<file path="config.mk">
export PLATFORM = sky130hd
export DESIGN_NAME = segtree_ctrl
export DESIGN_NICKNAME = d
export VERILOG_FILES = /design/src/segtree_pkg.sv /design/src/segtree_ctrl.sv
export VERILOG_INCLUDE_DIRS = /design/src /design/src/src
export SDC_FILE = /design/constraint.sdc
export NUM_CORES = 1
export LEC_CHECK = 0
export ABC_AREA = 0
export BUFFER_PORTS_ARGS = -buffer_cell sky130_fd_sc_hd__clkbuf_2
export CORE_ASPECT_RATIO = 0.7
export CORE_UTILIZATION = 57
export DETAILED_ROUTE_END_ITERATION = 10
export PLACE_DENSITY = 0.83
export SETUP_SLACK_MARGIN = 0.5
export SYNTH_ARGS = -nofsm -noshare
export SYNTH_HDL_FRONTEND = slang
export SYNTH_SLANG_ARGS = --single-unit
</file>
<file path="constraint.sdc">
create_clock -name clk -period 5.4 [get_ports clk]
set_input_delay 0.27 -clock clk [delete_from_list [all_inputs] [get_ports clk]]
set_output_delay 0.27 -clock clk [all_outputs]
set_load 0.05 [all_outputs]
</file>
<file path="src/segment_tree_point_add_range_sum_assert.svh">
// ----------------------------------------------------------------------------
// Assertion macros for the segment tree block
// Each macro expands to a concurrent assertion on clk, or to nothing when
// SYNTHESIS is defined.
// ----------------------------------------------------------------------------
`ifndef SEGMENT_TREE_POINT_ADD_RANGE_SUM_ASSERT_SVH
`define SEGMENT_TREE_POINT_ADD_RANGE_SUM_ASSERT_SVH
`ifndef SYNTHESIS
// Check outside reset; uses the clk and rst_n of the enclosing module.
`define ST_ASSERT(lbl, expr, msg) \
  lbl: assert property (@(posedge clk) disable iff (!rst_n) expr) else $error(msg);
// Check on every edge, reset included.
`define ST_ASSERT_ALWAYS(lbl, expr, msg) \
  lbl: assert property (@(posedge clk) expr) else $error(msg);
`else
`define ST_ASSERT(lbl, expr, msg)
`define ST_ASSERT_ALWAYS(lbl, expr, msg)
`endif
`endif

</file>
<file path="src/segtree_pkg.sv">
`timescale 1ns / 1ps
// ----------------------------------------------------------------------------
// segtree_pkg
// Field widths, operation codes and shared types of the segment tree block.
// ----------------------------------------------------------------------------
package segtree_pkg;

  localparam int OP_W    = 2;
  localparam int POS_W   = 10;
  localparam int DELTA_W = 32;
  localparam int SUM_W   = 64;
  localparam int SIZE_W  = 11;

  localparam logic [SIZE_W-1:0] SIZE_RESET = 11'd1024;

  localparam logic [OP_W-1:0] OP_ADD   = 2'd0;
  localparam logic [OP_W-1:0] OP_QUERY = 2'd1;
  localparam logic [OP_W-1:0] OP_CLEAR = 2'd2;

  // Node store access strobes
  typedef struct packed {
    logic wr_en;
    logic rd_en;
  } mem_ctl_t;

endpackage

</file>
<file path="src/segtree_ctrl.sv">
`timescale 1ns / 1ps
`include "segment_tree_point_add_range_sum_assert.svh"
// ----------------------------------------------------------------------------
// segtree_ctrl
// Sequencer for add, query and clear, around one shared 64-bit adder.
// ----------------------------------------------------------------------------
module segtree_ctrl #(
  parameter int MAX_LEAVES = 1024
) (
  input  logic                                  clk,
  input  logic                                  rst_n,
  input  logic                                  in_valid,
  output logic                                  in_stall,
  input  logic [segtree_pkg::OP_W-1:0]          in_op,
  input  logic [segtree_pkg::POS_W-1:0]         in_position,
  input  logic signed [segtree_pkg::DELTA_W-1:0] in_delta,
  input  logic [segtree_pkg::POS_W-1:0]         in_range_low,
  input  logic [segtree_pkg::POS_W-1:0]         in_range_high,
  input  logic [segtree_pkg::SIZE_W-1:0]        active_size,
  input  logic                                  res_hold,
  output logic                                  res_done,
  output logic [segtree_pkg::SUM_W-1:0]         res_sum,
  output segtree_pkg::mem_ctl_t                 mem_ctl,
  output logic [$clog2(2*MAX_LEAVES)-1:0]       mem_waddr,
  output logic [$clog2(2*MAX_LEAVES)-1:0]       mem_raddr,
  output logic [segtree_pkg::SUM_W-1:0]         mem_wdata,
  input  logic [segtree_pkg::SUM_W-1:0]         mem_rdata
);
  import segtree_pkg::*;

  localparam int AW    = $clog2(2 * MAX_LEAVES);
  localparam int PW    = AW + 1;
  localparam int CW    = (PW > SIZE_W) ? PW : SIZE_W;
  localparam int NODES = 2 * MAX_LEAVES;

  localparam logic [CW-1:0] ML_C      = CW'(MAX_LEAVES);
  localparam logic [AW-1:0] LAST_NODE = AW'(NODES - 1);
  localparam logic [AW-1:0] ROOT_NODE = AW'(1);

  localparam logic [2:0] S_IDLE = 3'd0;
  localparam logic [2:0] S_CLR  = 3'd1;
  localparam logic [2:0] S_ARD  = 3'd2;
  localparam logic [2:0] S_AWR  = 3'd3;
  localparam logic [2:0] S_QA   = 3'd4;
  localparam logic [2:0] S_QB   = 3'd5;

  logic [2:0]         state_r, state_nxt;
  logic [AW-1:0]      node_r, node_nxt;
  logic [AW-1:0]      clr_idx_r, clr_idx_nxt;
  logic [PW-1:0]      a_r, a_nxt;
  logic [PW-1:0]      b_r, b_nxt;
  logic [SUM_W-1:0]   acc_r, acc_nxt;
  logic [DELTA_W-1:0] delta_r, delta_nxt;
  logic               rd_pend_r, rd_pend_nxt;

  logic [CW-1:0]      size_c, pos_c, lo_c, hi_c, hi_clip;
  logic               add_ok, q_ok;
  logic [AW-1:0]      leaf_node;
  logic [PW-1:0]      a_init, b_init, b_dec;
  logic [SUM_W-1:0]   opb, sum, acc_upd;

  // Effective size and span clipping
  assign size_c    = (CW'(active_size) > ML_C) ? ML_C : CW'(active_size);
  assign pos_c     = CW'(in_position);
  assign lo_c      = CW'(in_range_low);
  assign hi_c      = CW'(in_range_high);
  assign add_ok    = pos_c < size_c;
  assign q_ok      = (size_c != '0) && (lo_c < size_c) && (lo_c <= hi_c);
  assign hi_clip   = (hi_c >= size_c) ? (size_c - CW'(1)) : hi_c;
  assign leaf_node = AW'(pos_c + ML_C);
  assign a_init    = PW'(lo_c + ML_C);
  assign b_init    = PW'(hi_clip + ML_C + CW'(1));
  assign b_dec     = b_r[0] ? (b_r - PW'(1)) : b_r;

  // Shared adder: node plus delta on the add walk, accumulator plus node on a query
  assign opb     = (state_r == S_AWR) ?
                   {{(SUM_W-DELTA_W){delta_r[DELTA_W-1]}}, delta_r} : acc_r;
  assign sum     = mem_rdata + opb;
  assign acc_upd = rd_pend_r ? sum : acc_r;

  assign in_stall = (state_r != S_IDLE);
  assign res_sum  = acc_upd;

  always_comb begin
    state_nxt     = state_r;
    node_nxt      = node_r;
    clr_idx_nxt   = clr_idx_r;
    a_nxt         = a_r;
    b_nxt         = b_r;
    acc_nxt       = acc_r;
    delta_nxt     = delta_r;
    rd_pend_nxt   = 1'b0;
    res_done      = 1'b0;
    mem_ctl.wr_en = 1'b0;
    mem_ctl.rd_en = 1'b0;
    mem_waddr     = node_r;
    mem_raddr     = node_r;
    mem_wdata     = sum;
    case (state_r)
      S_IDLE: begin
        if (in_valid) begin
          case (in_op)
            OP_ADD: begin
              if (add_ok) begin
                node_nxt  = leaf_node;
                delta_nxt = in_delta;
                state_nxt = S_ARD;
              end
            end
            OP_QUERY: begin
              acc_nxt   = '0;
              a_nxt     = q_ok ? a_init : '0;
              b_nxt     = q_ok ? b_init : '0;
              state_nxt = S_QA;
            end
            OP_CLEAR: begin
              clr_idx_nxt = '0;
              state_nxt   = S_CLR;
            end
            default: ;
          endcase
        end
      end
      S_CLR: begin
        mem_ctl.wr_en = 1'b1;
        mem_waddr     = clr_idx_r;
        mem_wdata     = '0;
        if (clr_idx_r == LAST_NODE) begin
          state_nxt = S_IDLE;
        end else begin
          clr_idx_nxt = clr_idx_r + AW'(1);
        end
      end
      S_ARD: begin
        mem_ctl.rd_en = 1'b1;
        state_nxt     = S_AWR;
      end
      S_AWR: begin
        // add the delta to this node, then climb to its parent
        mem_ctl.wr_en = 1'b1;
        node_nxt      = node_r >> 1;
        state_nxt     = (node_r == ROOT_NODE) ? S_IDLE : S_ARD;
      end
      S_QA: begin
        acc_nxt = acc_upd;
        if (a_r < b_r) begin
          if (a_r[0]) begin
            mem_ctl.rd_en = 1'b1;
            mem_raddr     = a_r[AW-1:0];
            rd_pend_nxt   = 1'b1;
            a_nxt         = a_r + PW'(1);
          end
          state_nxt = S_QB;
        end else if (!res_hold) begin
          res_done  = 1'b1;
          state_nxt = S_IDLE;
        end
      end
      S_QB: begin
        acc_nxt = acc_upd;
        if (b_r[0]) begin
          mem_ctl.rd_en = 1'b1;
          mem_raddr     = b_dec[AW-1:0];
          rd_pend_nxt   = 1'b1;
        end
        a_nxt     = a_r >> 1;
        b_nxt     = b_dec >> 1;
        state_nxt = S_QA;
      end
      default: begin
        state_nxt = S_IDLE;
      end
    endcase
  end

  always_ff @(posedge clk) begin
    if (!rst_n) begin
      state_r   <= S_CLR;
      clr_idx_r <= '0;
      rd_pend_r <= 1'b0;
    end else begin
      state_r   <= state_nxt;
      clr_idx_r <= clr_idx_nxt;
      rd_pend_r <= rd_pend_nxt;
    end
  end

  always_ff @(posedge clk) begin
    node_r  <= node_nxt;
    a_r     <= a_nxt;
    b_r     <= b_nxt;
    acc_r   <= acc_nxt;
    delta_r <= delta_nxt;
  end

  `ST_ASSERT_ALWAYS(a_reset_sweeps, !rst_n |=> (state_r == S_CLR && clr_idx_r == '0), "reset must start the clearing sweep")
  `ST_ASSERT(a_span_order, (state_r == S_QA || state_r == S_QB) |-> (a_r <= b_r), "query bounds crossed")
  `ST_ASSERT(a_add_pair, (state_r == S_ARD) |=> (state_r == S_AWR && $stable(node_r)), "add walk lost its node")
  `ST_ASSERT(a_pend_query, rd_pend_r |-> (state_r == S_QA || state_r == S_QB), "read pending outside a query")

endmodule

</file>
==> run metrics <==
outcome=finished clean; Synth Warn #=0; Critical Path Most Common Cell=buf_4; I/O Buffers=296; RR Endpoint=acc_r[60]$_SDFFCE_PP0P_; CP Launch Point=state_r[0]$_SDFFE_PN1P_; Syn Area/Cell=8.28 sq um; Die Wd=191 um; Rows=48; total CTS buffers=17; initial antenna violation count=4; Final Total Pwr=3.01 mW; DR WL/cell=21.8 um; Synth Register Bits=146; Die Ht=134 um; Starting Density=57.9%; hold_sp=in_delta[3]; final RePlAce weighted congestion=1.07; critical-path cell list=nor2b_4, nand2_8, buf_4, mux2_2, ha_1, nand2_1, o21a_1, nor3_1, a211oi_2, a2111oi_4, buf_4, buf_4, nor3b_4, buf_4, o31ai_4, mux2_1, nand2_1, buf_12; post-route ant nets=0; post-synthesis cell area=0.0143 sq mm; grt total ovfl=0; critical path's largest stage delay=0.43 ns; total wire length=51.5 mm; placed cell count=2,271; top_reg_cell synth=edfxtp_1; Post-synth EDFFs=131; clock sink total=146; Worst Skew=0.0106 ns; Final Max Tran Viols=0; design area=0.0175 sq mm; max_slew headroom=22.8%; final core occ=71.2%; GRT Util Overall=38.7%; placed instance area=0.0160 sq mm; Critical Path Sink Type=output port; clock edge transition at the registers on the reported setup and hold paths=0.07 ns; FILL cells=2,009; Final TNS setup=0 ns; DR pass1 iterations=7; Worst Path Arrival=4.65 ns; fmax=203 MHz; most frequent cells in the layout=clkbuf_2, nand2_1, edfxtp_1, nor2_1, a21oi_1; CP required=5.13 ns; Max H-tree Level=4; R2R depth=22; CP Launch Type=flip-flop; Skew-Pair Late Insertion Delay=0.45 ns; share of cells above drive strength 1=27.2%; post-synthesis sequential area ratio=29.7%; final hold violation count=0; final setup fails=0; cell count after synthesis=1,722; 1st-iter DRT viols=2,062; number of nets in the layout=2,288; worst slew pin tran=1.16 ns; Hold Path Stages=1; DP HPWL=38.9 mm; Vias/cell=6.45; worst-path fanout max=7; register area=0.00424 sq mm; Max Cap Viol=0; register-to-register setup slack=0.66 ns; Die ar.=0.0256 sq mm; CTS tree=done; largest net degree at the start of global routing=81; vias in the first global route=13,614; Slowest cell on crit path=ha_1; HP Class=in -> reg; IO Pins=297; final std cells w/o fill=2,363; kind of critical path=reg -> out; Hold EP=delta_r[3]$_DFFE_PP_; RSZ-0062 raised after global routing=yes; Yosys cell types=74; Core Box Area=0.0246 sq mm; P&R area growth vs syn=23.0%; pwr/cell area=172 mW/mm^2; Max IR drop VDD=0.185 mV; commonest non-fill, non-tap cell in the layout=clkbuf_2; area of the multi-input gates=0.00986 sq mm; LEAKAGE=7.83 nW; Worst R2R Start=state_r[0]$_SDFFE_PN1P_; Post-synth ARST share=0%; syn nets=1,987; clock root cell=clkbuf_16; # DRC=0; Clock Tree Buf Depth=2; Final Cycle Share=91.0%; Final min period=4.92 ns; overall via count from detail_route=15,241; first-pass GRT wire length=76.1 mm
[repair_timing]
| action | CTS | global route |
|---|---|---|
| endpoints found under the setup margin | 64 | 51 |
| hold buffers | 23 | 0 |
| hold endpoints to repair | 23 | 0 |
| pin swaps | 5 | 16 |
| buffers inserted | 18 | 16 |
| gates cloned | 0 | 1 |
| gates resized for setup | 28 | 82 |
[worst max-delay path, delay by kind of cell (launching register included)]
kind | cells | cell delay (ns)
AOI/OAI and AO/OA | 4 | 0.92
and+or+nand+nor | 6 | 0.96
DFF | 1 | 0.38
adders and majority gates | 1 | 0.43
muxes | 2 | 0.64
buffers and inverters | 5 | 0.84
[power breakdown]
part,internal [mW],switching [mW]
clock,0.649,0.560
sequential,1.22,0.00252
combinational,0.226,0.352
total,2.10,0.915
[Yosys cell counts (15+ instances only)]
cell type	number	area share, %
inv_1	64	1.7
clkbuf_1	80	2.1
nand3_1	33	1.2
and2_1	81	3.6
dfxtp_1	15	2.1
o21a_1	17	0.90
xor2_1	41	2.5
a21oi_1	134	4.7
nand4_1	32	1.4
mux2_2	74	5.8
edfxtp_1	131	28
nor2_1	135	3.6
and3_1	24	1.1
mux2i_1	16	1.1
o211ai_1	18	0.95
a21o_1	34	1.8
o21ai_0	77	2.7
ha_1	121	11
nor3_1	23	0.81
xnor2_1	48	2.9
nand2_1	269	7.1
a31oi_1	16	0.70
[registers in the layout, summed over array words and instances, names as in the netlist]
name       flops
clr_idx_r     11
delta_r       32
rd_pend_r      1
acc_r         64
b_r           12
a_r           12
node_r        11
state_r        3
[worst max-delay path by stage]
stage | end | slack, ns | depth (start not counted)
after floorplan | mem_wdata[60] | 0.43 | 16
after global placement | res_sum[61] | 0.37 | 16
final | res_sum[40] | 0.48 | 18
after CTS | res_sum[44] | 0.48 | 16
after detailed placement | res_sum[61] | 0.33 | 16
after global routing | res_sum[40] | 0.33 | 18
[per-stage QoR]
stage | worst slack, ns | hold slack, ns
2_1_floorplan | 0.432 | 0.348
3_3_place_gp | 0.373 | 0.448
3_5_place_dp | 0.329 | 0.449
4_1_cts | 0.482 | 0.000716
5_1_grt | 0.328 | 0.00415
6_report | 0.483 | 0.00931
[logic make-up (layout without fill, tap and decap cells)]
logic type / Yosys count / count (layout) / synth area share, %
and+or+nand+nor: 685 / 686 / 22.9
AOI/OAI and AO/OA: 435 / 435 / 20.0
buffers and inverters: 154 / 467 / 4.10
DFF: 146 / 146 / 29.7
adders and majority gates: 122 / 122 / 10.8
muxes: 91 / 91 / 7.05
xor gates and xnor gates: 89 / 89 / 5.47
other: 0 / 2 / 0
[routing by layer]
metal	vias up	part of all wire, %	global-route usage, %
met4	2	2.7	13.7
li1	6883	-	-
met3	92	13	9.05
met1	7203	44	58.8
met5	-	0.025	0
met2	1061	40	52.4
[final cells by class]
cell class              instances  share of cell area [%]
diodes                          2                  0.0285
clock buffers                  17                    2.43
clock inverters                15                   0.871
inverters                      65                    1.39
multi-input cells            1423                    56.2
flip-flops and latches        146                    24.2
well taps                     325                    2.32
repair buffers                370                    12.5
Power figures use the tool's default switching activity.
